--- src/sv/rectangle_rotate_about_center_assert.svh ---
// Assertion macros for the rectangle rotation block.
`ifndef RECTANGLE_ROTATE_ABOUT_CENTER_ASSERT_SVH
`define RECTANGLE_ROTATE_ABOUT_CENTER_ASSERT_SVH

// Same-cycle implication, sampled on clock, idle during reset.
`define RRAC_ASSERT_NOW(label, ante, cons, msg) \
   label: assert property (@(posedge clock) disable iff (reset) (ante) |-> (cons)) \
      else $error(msg);

// Next-cycle implication, sampled on clock, idle during reset.
`define RRAC_ASSERT_NEXT(label, ante, cons, msg) \
   label: assert property (@(posedge clock) disable iff (reset) (ante) |=> (cons)) \
      else $error(msg);

`endif

--- src/sv/rrac_pkg.sv ---
// Shared types, constants and the quarter-wave sine table for the rectangle rotation block.
package rrac_pkg;

   // Field widths.
   localparam int COORD_BITS         = 10;
   localparam int TRIG_FRAC_BITS_DEF = 14;
   localparam int ANGLE_BITS         = 16;
   localparam int OUT_BITS           = 12;
   localparam int CORNER_BITS        = 2;

   // Angle reduction: bias the angle by a multiple of 360 so it is never negative,
   // then take the quotient by a reciprocal multiply.
   localparam int DEG_FULL     = 360;
   localparam int DEG_QUARTER  = 90;
   localparam int DEG_BITS     = 9;
   localparam int K_BITS       = 7;
   localparam int ANGLE_BIAS   = DEG_FULL * ((2 ** (ANGLE_BITS - 1) + DEG_FULL - 1) / DEG_FULL);
   localparam int U_BITS       = ANGLE_BITS + 1;
   localparam int RECIP_SHIFT  = 26;
   localparam int RECIP_BITS   = 18;
   localparam int RECIP_360    = (2 ** RECIP_SHIFT + DEG_FULL - 1) / DEG_FULL;
   localparam int QUOT_BITS    = 8;

   // Sine table format.
   localparam int TABLE_FRAC = 16;
   localparam int TABLE_BITS = TABLE_FRAC + 1;

   localparam logic [CORNER_BITS-1:0] FIRST_CORNER = 2'd0;
   localparam logic [CORNER_BITS-1:0] LAST_CORNER  = 2'd3;

   typedef logic [COORD_BITS-1:0]        coord_type;
   typedef logic signed [COORD_BITS:0]   delta_type;

   typedef struct packed {
      coord_type                   left_x;
      coord_type                   top_y;
      coord_type                   right_x;
      coord_type                   bottom_y;
      logic signed [ANGLE_BITS-1:0] angle_degrees;
   } req_type;

   typedef struct packed {
      logic [CORNER_BITS-1:0]     corner_index;
      logic signed [OUT_BITS-1:0] rotated_x;
      logic signed [OUT_BITS-1:0] rotated_y;
      logic                       last_corner;
   } rsp_type;

   // Center and corner offsets of one rectangle.
   typedef struct packed {
      coord_type center_x;
      coord_type center_y;
      delta_type dx_left;
      delta_type dx_right;
      delta_type dy_top;
      delta_type dy_bottom;
   } geom_type;

   // sin(k degrees) for k = 0..90, unsigned with 16 fraction bits, rounded to nearest.
   localparam logic [TABLE_BITS-1:0] QUARTER_SINE [0:DEG_QUARTER] = '{
      17'd0,     17'd1144,  17'd2287,  17'd3430,  17'd4572,  17'd5712,  17'd6850,
      17'd7987,  17'd9121,  17'd10252, 17'd11380, 17'd12505, 17'd13626, 17'd14742,
      17'd15855, 17'd16962, 17'd18064, 17'd19161, 17'd20252, 17'd21336, 17'd22415,
      17'd23486, 17'd24550, 17'd25607, 17'd26656, 17'd27697, 17'd28729, 17'd29753,
      17'd30767, 17'd31772, 17'd32768, 17'd33754, 17'd34729, 17'd35693, 17'd36647,
      17'd37590, 17'd38521, 17'd39441, 17'd40348, 17'd41243, 17'd42126, 17'd42995,
      17'd43852, 17'd44695, 17'd45525, 17'd46341, 17'd47143, 17'd47930, 17'd48703,
      17'd49461, 17'd50203, 17'd50931, 17'd51643, 17'd52339, 17'd53020, 17'd53684,
      17'd54332, 17'd54963, 17'd55578, 17'd56175, 17'd56756, 17'd57319, 17'd57865,
      17'd58393, 17'd58903, 17'd59396, 17'd59870, 17'd60326, 17'd60764, 17'd61183,
      17'd61584, 17'd61966, 17'd62328, 17'd62672, 17'd62997, 17'd63303, 17'd63589,
      17'd63856, 17'd64104, 17'd64332, 17'd64540, 17'd64729, 17'd64898, 17'd65048,
      17'd65177, 17'd65287, 17'd65376, 17'd65446, 17'd65496, 17'd65526, 17'd65536
   };

endpackage

--- src/sv/rrac_trig.sv ---
// Front pipeline: input register, angle reduction, quadrant split, sine and cosine lookup.
module rrac_trig import rrac_pkg::*; #(
   parameter int TRIG_FRAC_BITS = TRIG_FRAC_BITS_DEF
) (
   input  logic                            clock,
   input  logic                            reset,
   input  logic                            req_valid,
   output logic                            req_ready,
   input  req_type                         req,
   output logic                            trig_valid,
   input  logic                            trig_ready,
   output logic signed [TRIG_FRAC_BITS+1:0] trig_sin,
   output logic signed [TRIG_FRAC_BITS+1:0] trig_cos,
   output geom_type                        trig_geom
);

   localparam int F        = TRIG_FRAC_BITS;
   localparam int TRIG_W   = F + 2;
   localparam int SHIFT    = TABLE_FRAC - F;
   localparam int HALF_INT = (2 ** SHIFT) / 2;
   localparam logic [TABLE_BITS:0] HALF = (TABLE_BITS + 1)'(HALF_INT);
   localparam int PROD_BITS = U_BITS + RECIP_BITS;

   localparam logic [RECIP_BITS-1:0] RECIP   = RECIP_BITS'(RECIP_360);
   localparam logic [DEG_BITS-1:0]   DEG_90  = DEG_BITS'(DEG_QUARTER);
   localparam logic [DEG_BITS-1:0]   DEG_180 = DEG_BITS'(2 * DEG_QUARTER);
   localparam logic [DEG_BITS-1:0]   DEG_270 = DEG_BITS'(3 * DEG_QUARTER);
   localparam logic [K_BITS-1:0]     K_90    = K_BITS'(DEG_QUARTER);

   // Table entry reduced to F fraction bits, rounding half up.
   function automatic logic [F:0] trig_round(input logic [TABLE_BITS-1:0] entry);
      logic [TABLE_BITS:0] sum;
      sum = {1'b0, entry} + HALF;
      return (F + 1)'(sum >> SHIFT);
   endfunction

   // Stage registers.
   logic                  s0_valid_ff, s1_valid_ff, s2_valid_ff;
   logic                  s0_free, s1_free, s2_free;
   req_type               s0_req_ff;
   logic [U_BITS-1:0]     s1_u_ff;
   logic [QUOT_BITS-1:0]  s1_quot_ff;
   geom_type              s1_geom_ff, s2_geom_ff;
   logic [1:0]            s2_quad_ff;
   logic [K_BITS-1:0]     s2_k_ff;

   // Next values.
   logic signed [U_BITS:0] biased;
   logic [U_BITS-1:0]      u_in;
   logic [PROD_BITS-1:0]   recip_prod;
   logic [QUOT_BITS-1:0]   quot_in;
   logic [COORD_BITS:0]    sum_x, sum_y;
   geom_type               geom_in;
   logic [DEG_BITS-1:0]    deg;
   logic [1:0]             quad_in;
   logic [DEG_BITS-1:0]    quad_base;
   logic [K_BITS-1:0]      k_in;

   // Each stage moves when the one after it is empty or moving.
   assign s2_free   = !s2_valid_ff || trig_ready;
   assign s1_free   = !s1_valid_ff || s2_free;
   assign s0_free   = !s0_valid_ff || s1_free;
   assign req_ready = s0_free;

   // First step: bias the angle, multiply by the reciprocal of 360, and find the center.
   always_comb begin
      biased     = (U_BITS + 1)'(s0_req_ff.angle_degrees) + (U_BITS + 1)'(ANGLE_BIAS);
      u_in       = biased[U_BITS-1:0];
      recip_prod = PROD_BITS'(u_in) * PROD_BITS'(RECIP);
      quot_in    = recip_prod[RECIP_SHIFT +: QUOT_BITS];

      sum_x = {1'b0, s0_req_ff.left_x} + {1'b0, s0_req_ff.right_x};
      sum_y = {1'b0, s0_req_ff.top_y} + {1'b0, s0_req_ff.bottom_y};
      geom_in.center_x  = sum_x[COORD_BITS:1];
      geom_in.center_y  = sum_y[COORD_BITS:1];
      geom_in.dx_left   = $signed({1'b0, s0_req_ff.left_x})   - $signed({1'b0, geom_in.center_x});
      geom_in.dx_right  = $signed({1'b0, s0_req_ff.right_x})  - $signed({1'b0, geom_in.center_x});
      geom_in.dy_top    = $signed({1'b0, s0_req_ff.top_y})    - $signed({1'b0, geom_in.center_y});
      geom_in.dy_bottom = $signed({1'b0, s0_req_ff.bottom_y}) - $signed({1'b0, geom_in.center_y});
   end

   // Second step: remainder in 0..359, then quadrant and offset inside it.
   always_comb begin
      deg = DEG_BITS'(s1_u_ff - U_BITS'(s1_quot_ff * DEG_FULL));
      if (deg >= DEG_270) begin
         quad_in   = 2'd3;
         quad_base = DEG_270;
      end else if (deg >= DEG_180) begin
         quad_in   = 2'd2;
         quad_base = DEG_180;
      end else if (deg >= DEG_90) begin
         quad_in   = 2'd1;
         quad_base = DEG_90;
      end else begin
         quad_in   = 2'd0;
         quad_base = '0;
      end
      k_in = K_BITS'(deg - quad_base);
   end

   // Third step: two table reads and the quadrant signs, registered downstream.
   always_comb begin
      logic signed [TRIG_W-1:0] a_pos, b_pos;
      a_pos = $signed({1'b0, trig_round(QUARTER_SINE[s2_k_ff])});
      b_pos = $signed({1'b0, trig_round(QUARTER_SINE[K_90 - s2_k_ff])});
      case (s2_quad_ff)
         2'd0: begin
            trig_sin = a_pos;
            trig_cos = b_pos;
         end
         2'd1: begin
            trig_sin = b_pos;
            trig_cos = -a_pos;
         end
         2'd2: begin
            trig_sin = -a_pos;
            trig_cos = -b_pos;
         end
         default: begin
            trig_sin = -b_pos;
            trig_cos = a_pos;
         end
      endcase
   end

   assign trig_valid = s2_valid_ff;
   assign trig_geom  = s2_geom_ff;

   // Stage valid bits.
   always_ff @(posedge clock) begin
      if (reset) begin
         s0_valid_ff <= 1'b0;
         s1_valid_ff <= 1'b0;
         s2_valid_ff <= 1'b0;
      end else begin
         if (s0_free) s0_valid_ff <= req_valid;
         if (s1_free) s1_valid_ff <= s0_valid_ff;
         if (s2_free) s2_valid_ff <= s1_valid_ff;
      end
   end

   // Stage payloads.
   always_ff @(posedge clock) begin
      if (req_valid && s0_free) begin
         s0_req_ff <= req;
      end
      if (s0_valid_ff && s1_free) begin
         s1_u_ff    <= u_in;
         s1_quot_ff <= quot_in;
         s1_geom_ff <= geom_in;
      end
      if (s1_valid_ff && s2_free) begin
         s2_quad_ff <= quad_in;
         s2_k_ff    <= k_in;
         s2_geom_ff <= s1_geom_ff;
      end
   end

endmodule

--- src/sv/rrac_corner.sv ---
// Corner sequencer: holds one rectangle, forms rotation products per corner, rounds and saturates.
module rrac_corner import rrac_pkg::*; #(
   parameter int TRIG_FRAC_BITS = TRIG_FRAC_BITS_DEF
) (
   input  logic                             clock,
   input  logic                             reset,
   input  logic                             trig_valid,
   output logic                             trig_ready,
   input  logic signed [TRIG_FRAC_BITS+1:0] trig_sin,
   input  logic signed [TRIG_FRAC_BITS+1:0] trig_cos,
   input  geom_type                         trig_geom,
   output logic                             rsp_valid,
   input  logic                             rsp_ready,
   output rsp_type                          rsp
);

   localparam int F      = TRIG_FRAC_BITS;
   localparam int TRIG_W = F + 2;
   localparam int PROD_W = COORD_BITS + 1 + TRIG_W;
   localparam int SUM_W  = PROD_W + 1;
   localparam int QUO_W  = SUM_W - F;

   localparam logic signed [SUM_W-1:0] ROUND_ADD = SUM_W'((64'd1 << F) - 64'd1);
   localparam logic signed [QUO_W-1:0] SAT_LO    = QUO_W'(-(2 ** (OUT_BITS - 1)));
   localparam logic signed [QUO_W-1:0] SAT_HI    = QUO_W'(2 ** (OUT_BITS - 1) - 1);

   // Divide by 2^F toward zero, then clamp to the output range.
   function automatic logic signed [OUT_BITS-1:0] trunc_sat(input logic signed [SUM_W-1:0] v);
      logic signed [SUM_W-1:0]    adj;
      logic signed [QUO_W-1:0]    q;
      logic signed [OUT_BITS-1:0] res;
      adj = v[SUM_W-1] ? v + ROUND_ADD : v;
      q   = QUO_W'(adj >>> F);
      if (q < SAT_LO) begin
         res = OUT_BITS'(SAT_LO);
      end else if (q > SAT_HI) begin
         res = OUT_BITS'(SAT_HI);
      end else begin
         res = OUT_BITS'(q);
      end
      return res;
   endfunction

   // Held rectangle and corner counter.
   logic                     s3_valid_ff;
   logic [CORNER_BITS-1:0]   corner_ff;
   logic signed [TRIG_W-1:0] sin_ff, cos_ff;
   geom_type                 geom_ff;

   // Product stage.
   logic                     s4_valid_ff;
   logic [CORNER_BITS-1:0]   s4_corner_ff;
   logic signed [PROD_W-1:0] dxc_ff, dxs_ff, dyc_ff, dys_ff;
   logic signed [SUM_W-1:0]  base_x_ff, base_y_ff;

   // Output register.
   logic                     rsp_valid_ff;
   rsp_type                  rsp_ff;

   logic                     out_free, s4_free, s3_step;
   delta_type                dx_sel, dy_sel;
   logic signed [PROD_W-1:0] dxc_in, dxs_in, dyc_in, dys_in;
   logic signed [SUM_W-1:0]  base_x_in, base_y_in;
   logic signed [SUM_W-1:0]  sum_x, sum_y;
   rsp_type                  rsp_in;

   // Flow control: one corner leaves the held rectangle per cycle when the product stage can take it.
   assign out_free   = !rsp_valid_ff || rsp_ready;
   assign s4_free    = !s4_valid_ff || out_free;
   assign s3_step    = s3_valid_ff && s4_free;
   assign trig_ready = !s3_valid_ff || (s3_step && (corner_ff == LAST_CORNER));

   // Corner select: x from the left side for corners 0 and 1, y from the bottom for 1 and 2.
   always_comb begin
      dx_sel    = corner_ff[1] ? geom_ff.dx_right : geom_ff.dx_left;
      dy_sel    = (corner_ff[1] ^ corner_ff[0]) ? geom_ff.dy_bottom : geom_ff.dy_top;
      dxc_in    = PROD_W'(dx_sel) * PROD_W'(cos_ff);
      dxs_in    = PROD_W'(dx_sel) * PROD_W'(sin_ff);
      dyc_in    = PROD_W'(dy_sel) * PROD_W'(cos_ff);
      dys_in    = PROD_W'(dy_sel) * PROD_W'(sin_ff);
      base_x_in = $signed({{(SUM_W - COORD_BITS - F){1'b0}}, geom_ff.center_x, {F{1'b0}}});
      base_y_in = $signed({{(SUM_W - COORD_BITS - F){1'b0}}, geom_ff.center_y, {F{1'b0}}});
   end

   // Sum the scaled center and the products, then round and clamp.
   always_comb begin
      sum_x = base_x_ff + SUM_W'(dxc_ff) - SUM_W'(dys_ff);
      sum_y = base_y_ff + SUM_W'(dxs_ff) + SUM_W'(dyc_ff);
      rsp_in.corner_index = s4_corner_ff;
      rsp_in.rotated_x    = trunc_sat(sum_x);
      rsp_in.rotated_y    = trunc_sat(sum_y);
      rsp_in.last_corner  = (s4_corner_ff == LAST_CORNER);
   end

   assign rsp_valid = rsp_valid_ff;
   assign rsp       = rsp_ff;

   // Control state.
   always_ff @(posedge clock) begin
      if (reset) begin
         s3_valid_ff  <= 1'b0;
         corner_ff    <= FIRST_CORNER;
         s4_valid_ff  <= 1'b0;
         rsp_valid_ff <= 1'b0;
      end else begin
         if (trig_ready) s3_valid_ff <= trig_valid;
         if (s3_step) corner_ff <= corner_ff + CORNER_BITS'(1);
         if (s4_free) s4_valid_ff <= s3_valid_ff;
         if (out_free) rsp_valid_ff <= s4_valid_ff;
      end
   end

   // Payload registers.
   always_ff @(posedge clock) begin
      if (trig_valid && trig_ready) begin
         sin_ff  <= trig_sin;
         cos_ff  <= trig_cos;
         geom_ff <= trig_geom;
      end
      if (s3_step) begin
         s4_corner_ff <= corner_ff;
         dxc_ff       <= dxc_in;
         dxs_ff       <= dxs_in;
         dyc_ff       <= dyc_in;
         dys_ff       <= dys_in;
         base_x_ff    <= base_x_in;
         base_y_ff    <= base_y_in;
      end
      if (s4_valid_ff && out_free) begin
         rsp_ff <= rsp_in;
      end
   end

endmodule

--- src/sv/rectangle_rotate_about_center.sv ---
// Top level of the rectangle rotation block: rotates the four corners about the center.
//
//   Channel | Direction | Handshake              | Moves per transfer
//   req     | in        | req_valid / req_ready  | one rectangle and angle (req_type)
//   rsp     | out       | rsp_valid / rsp_ready  | one rotated corner (rsp_type)
//
// Each rectangle yields four corners, one per cycle while rsp is not stalled, so one rectangle enters
// for every four corners out; that rate is set by the corner sequencer, which holds a rectangle until
// its last corner goes. The first corner passes the input register, two reduction stages, the held
// rectangle, the product stage and the output register. Reset is synchronous and active high; it empties every stage.
// A stall on rsp backs up through the product stage, the corner sequencer and three
// front stages; up to three rectangles wait upstream while one is being emitted.
module rectangle_rotate_about_center import rrac_pkg::*; #(
   parameter int TRIG_FRAC_BITS = TRIG_FRAC_BITS_DEF
) (
   input  logic    clock,
   input  logic    reset,
   input  logic    req_valid,
   output logic    req_ready,
   input  req_type req,
   output logic    rsp_valid,
   input  logic    rsp_ready,
   output rsp_type rsp
);

`include "rectangle_rotate_about_center_assert.svh"

   logic                             trig_valid, trig_ready;
   logic signed [TRIG_FRAC_BITS+1:0] trig_sin, trig_cos;
   geom_type                         trig_geom;

   // Angle reduction and trig lookup.
   rrac_trig #(
      .TRIG_FRAC_BITS(TRIG_FRAC_BITS)
   ) u_trig (
      .clock      (clock),
      .reset      (reset),
      .req_valid  (req_valid),
      .req_ready  (req_ready),
      .req        (req),
      .trig_valid (trig_valid),
      .trig_ready (trig_ready),
      .trig_sin   (trig_sin),
      .trig_cos   (trig_cos),
      .trig_geom  (trig_geom)
   );

   // Corner sequencing and output arithmetic.
   rrac_corner #(
      .TRIG_FRAC_BITS(TRIG_FRAC_BITS)
   ) u_corner (
      .clock      (clock),
      .reset      (reset),
      .trig_valid (trig_valid),
      .trig_ready (trig_ready),
      .trig_sin   (trig_sin),
      .trig_cos   (trig_cos),
      .trig_geom  (trig_geom),
      .rsp_valid  (rsp_valid),
      .rsp_ready  (rsp_ready),
      .rsp        (rsp)
   );

   // The last-corner flag marks corner three and nothing else.
   `RRAC_ASSERT_NOW(a_last_flag, rsp_valid, rsp.last_corner == (rsp.corner_index == LAST_CORNER), "last_corner does not match corner_index")
   // Input back-pressure only happens when the front pipeline is full and blocked.
   `RRAC_ASSERT_NOW(a_front_full, !req_ready, trig_valid && !trig_ready, "req_ready low while front pipeline can move")
   // Corners come out in order, wrapping from the last corner to the first.
   `RRAC_ASSERT_NEXT(a_corner_order, rsp_valid && rsp_ready, !rsp_valid || rsp.corner_index == $past(rsp.corner_index) + 2'd1, "corner sequence out of order")

endmodule

--- config.mk ---
export PLATFORM = sky130hd
export DESIGN_NAME = rectangle_rotate_about_center
export DESIGN_NICKNAME = d
export VERILOG_FILES = /design/src/sv/rrac_pkg.sv /design/src/sv/rrac_trig.sv /design/src/sv/rrac_corner.sv /design/src/sv/rectangle_rotate_about_center.sv
export VERILOG_INCLUDE_DIRS = /design/src /design/src/sv
export SDC_FILE = /design/constraint.sdc
export NUM_CORES = 2
export LEC_CHECK = 0
export BUFFER_PORTS_ARGS = -buffer_cell sky130_fd_sc_hd__buf_2
export CAP_MARGIN = 40
export CORE_MARGIN = 5
export CORE_UTILIZATION = 55
export DETAILED_ROUTE_END_ITERATION = 7
export PLACE_DENSITY_LB_ADDON = 0.15
export SETUP_SLACK_MARGIN = 0.02
export SLEW_MARGIN = 20
export SYNTH_ARGS = -nofsm -noshare
export SYNTH_HDL_FRONTEND = slang
export SYNTH_SLANG_ARGS = --single-unit
--- constraint.sdc ---
create_clock -name clock -period 20.5 [get_ports clock]
set_clock_uncertainty 0.2 [all_clocks]
set_input_delay 1.025 -clock clock [delete_from_list [all_inputs] [get_ports clock]]
set_output_delay 1.025 -clock clock [all_outputs]
set_load 0.01 [all_outputs]
==> impl_results.md <==
- Total number of vias: 42039
- CP required: 20.70 ns
- I/O Buffers: 88
- Async SR Flop Fraction: 0%
- ANT nets after route: 0
- Most frequent cells in the layout: 1145 x inv_1, 766 x fa_1, 524 x ha_1, 465 x nand2_1, 461 x edfxtp_1
- Sequential share of the synthesized area: 23.9%
- 1st-pass router iterations: 6
- Core region area: 106000 sq um
- Highest clock rate: 113 MHz
- Post-layout util: 59.1%
- Via-to-Cell Ratio: 5.69
- DRT iter0 DRCs: 3012
- Cells after Synth: 5966
- Reg-to-reg startpoint: u_corner.corner_ff[1]$_SDFFE_PP0P_
- Primary FF master, synth: edfxtp_1
- Synthesized cell area: 58700 sq um
- HP Start: u_trig.trig_geom[1]$_DFFE_PP_
- # clock sinks: 469
- RSZ-0062 raised after global routing: false
- Post-DP HPWL: 111 mm
- Area growth from synthesis to layout: 6.46%
- Root Driver: clkbuf_16
- Initial Utilization: 55.5%
- Tightest Pin Transition: 0.892 ns
- Syn. warnings: 0
- Post-synth EDFFs: 461
- Hold-fix buffers at CTS: 0
- RePlAce Congestion: 0.905
- Hold path cells: 0
- CP Class: register to register
- Die height: 337 microns
- Die X-Extent: 337 microns
- Path depth of the worst reg2reg path: 25
- Hold slack: 0.196 ns
- Status: completed
- Row count: 119
- Grt total ovfl: 0
- Initial antenna violation count: 3
- Register area: 14000 sq um
- Final Setup Violations: 0
- CP Max Fanout: 32
- I/O Pins: 89
- CP endpoint kind: register
- First-pass GRT wire length: 233 mm
- Worst slew margin: 40.5%
- Final hold violations: 0
- Most common cell after layout, fill and taps aside: inv_1
- Layout cells sized above 1: 6.69%
- Multi-input logic area: 39400 sq um
- Flops & latches, synth: 469
- Synth unique cells: 114
- Final net count: 7302
- Area post-placement: 60700 sq um
- Clk slew on worst S/H paths: 0.06 ns
- Max Cap Viol: 0
- Die ar.: 113000 sq um
- Final period demand of the worst path: 8.89 ns
- CTS tree: built
- Worst Hold End: u_corner.geom_ff[1]$_DFFE_PP_
- Hold crit path type: register to register
- Startpoint Class: register
- H-tree depth: 2
- Syn avg cell area: 9.84 sq um
- Post-Syn Nets: 7316
- Post-CTS repair timing setup buffer count: 0
- Worst-skew pair later-pin latency: 0.68 ns
- Worst EP arrival: 9.08 ns
- Routed Wire Length: 145 mm
- DR WL/cell: 19.6 microns
- Fillcell total: 9106
- Post-route setup TNS: 0 ns
- Largest net degree at the start of global routing: 93
- Worst R2R End: u_corner.dyc_ff[26]$_DFFE_PP_
- Total GRT Usage: 25.9%
- Clock Path Buffers: 3
- PostCTS Resize Cnt: 0
- Number of remaining DRC errors: 0
- Fin crit share: 43.3%
- Vias in the first global route: 42733
- Slew Viols, Final: 0
- FF-to-FF setup slack: 11.61 ns
- Critical Path Start: u_corner.corner_ff[1]$_SDFFE_PP0P_
- Fin area: 62500 sq um
- Total CTS buffers: 54
area by class of cell:
class,count,share of cell area (%)
diodes,3,0.0120
clock buffers,62,2.21
clock inverters,38,0.639
inverters,1152,6.93
multi-input cells,4094,63.0
flip-flops and latches,469,22.4
well taps,1391,2.79
repair buffers,181,2.00
worst max-delay path by stage:
stage                                     to  slack, ns  cells past startpoint
2_1_floorplan    u_trig.s2_k_ff[0]$_DFFE_PP_      13.05                      4
3_3_place_gp   u_corner.dyc_ff[26]$_DFFE_PP_      11.89                     25
3_5_place_dp   u_corner.dyc_ff[26]$_DFFE_PP_      11.80                     25
4_1_cts        u_corner.dyc_ff[26]$_DFFE_PP_      11.71                     25
5_1_grt        u_corner.dyc_ff[26]$_DFFE_PP_      11.10                     25
6_report       u_corner.dyc_ff[26]$_DFFE_PP_      11.61                     25
cell usage after synthesis, drive strengths merged (18+ instances only):
| cell | instances | share of area (%) |
|---|---|---|
| ha | 524 | 11 |
| a21oi | 240 | 2.1 |
| xnor2 | 206 | 3.1 |
| a211oi | 32 | 0.43 |
| nand3 | 83 | 0.71 |
| clkbuf | 193 | 1.2 |
| mux2i | 29 | 0.49 |
| nand2 | 466 | 3.0 |
| a221oi | 19 | 0.28 |
| and3 | 33 | 0.35 |
| nand4 | 31 | 0.33 |
| inv | 1148 | 7.3 |
| xor2 | 81 | 1.2 |
| o31ai | 20 | 0.29 |
| nand2b | 66 | 0.71 |
| or2 | 40 | 0.43 |
| o21ai | 156 | 1.3 |
| nor3b | 18 | 0.24 |
| edfxtp | 461 | 24 |
| o21bai | 56 | 0.72 |
| o211ai | 37 | 0.48 |
| or3 | 22 | 0.23 |
| a21o | 72 | 0.93 |
| nor4 | 20 | 0.32 |
| and2 | 211 | 2.2 |
| mux2 | 24 | 0.46 |
| a31oi | 38 | 0.43 |
| nor3 | 86 | 0.76 |
| buf | 58 | 0.66 |
| fa | 766 | 26 |
| nor2 | 271 | 1.7 |
| nor2b | 164 | 1.7 |
| o21a | 36 | 0.46 |
registers in the layout (all words and copies together) (netlist names), 10 cells and up:
signal and flops:
u_corner.dys_ff 27, u_corner.sin_ff 16, u_trig.s0_req_ff 56, u_corner.base_y_ff 10, u_trig.s1_geom_ff 64, u_corner.geom_ff 44, u_trig.trig_geom 64, u_corner.base_x_in 10
u_corner.dxc_ff 27, u_corner.base_y_in 10, u_corner.cos_ff 16, u_corner.dxs_ff 27, u_corner.rsp 27, u_corner.dyc_ff 27, u_corner.base_x_ff 10
worst max-delay path, stage by stage (launching register included):
cell and delay [ns]:
dfxtp_1 0.85, ha_1 0.75, mux2_2 0.84, nand2_1 0.18, fa_1 0.50, inv_1 0.07
ha_1 0.14, inv_1 0.05, fa_1 0.54, fa_1 0.43, fa_1 0.54, inv_1 0.04
ha_1 0.32, nor2b_1 0.15, o21ai_0 0.26, a21boi_0 0.17, o21ai_0 0.32, a21oi_1 0.15
o21a_1 0.24, o311a_1 0.35, o41ai_1 0.45, o221ai_1 0.28, o311a_1 0.40, o21a_1 0.17
nor2_1 0.10, xnor2_1 0.07
metrics by stage:
step	instances	setup slack (ns)
2_1_floorplan	5966	13.05
3_3_place_gp	7269	11.89
3_5_place_dp	7285	11.80
4_1_cts	7385	11.71
5_1_grt	7387	11.10
6_report	7390	11.61
kinds of logic (layout without fill, tap and decap cells):
logic type      Yosys count  count (layout)  share of synthesized area [%]
flops                   469             469                           23.9
other cells               0               3                              0
compound gates          902             902                           10.4
buf+inv                1403            1433                           9.26
simple gates           1552            1552                           13.5
xor+xnor                288             288                           4.40
fa+ha+maj              1291            1291                           37.3
mux                      61              61                           1.26
routing by layer:
| layer | routed length, microns | up-vias | global-route usage [%] | share of wire [%] |
|---|---|---|---|---|
| li1 | - | 19468 | - | - |
| met1 | 59800 | 21041 | 34.0 | 41 |
| met2 | 70900 | 1229 | 44.6 | 49 |
| met3 | 7650 | 297 | 2.83 | 5.3 |
| met4 | 6610 | 4 | 10.2 | 4.6 |
| met5 | 36 | - | 0 | 0.025 |
Power is left out: the tool's default activity adds up to more than one toggle a clock period on the data nets, which glitch-free logic cannot reach.
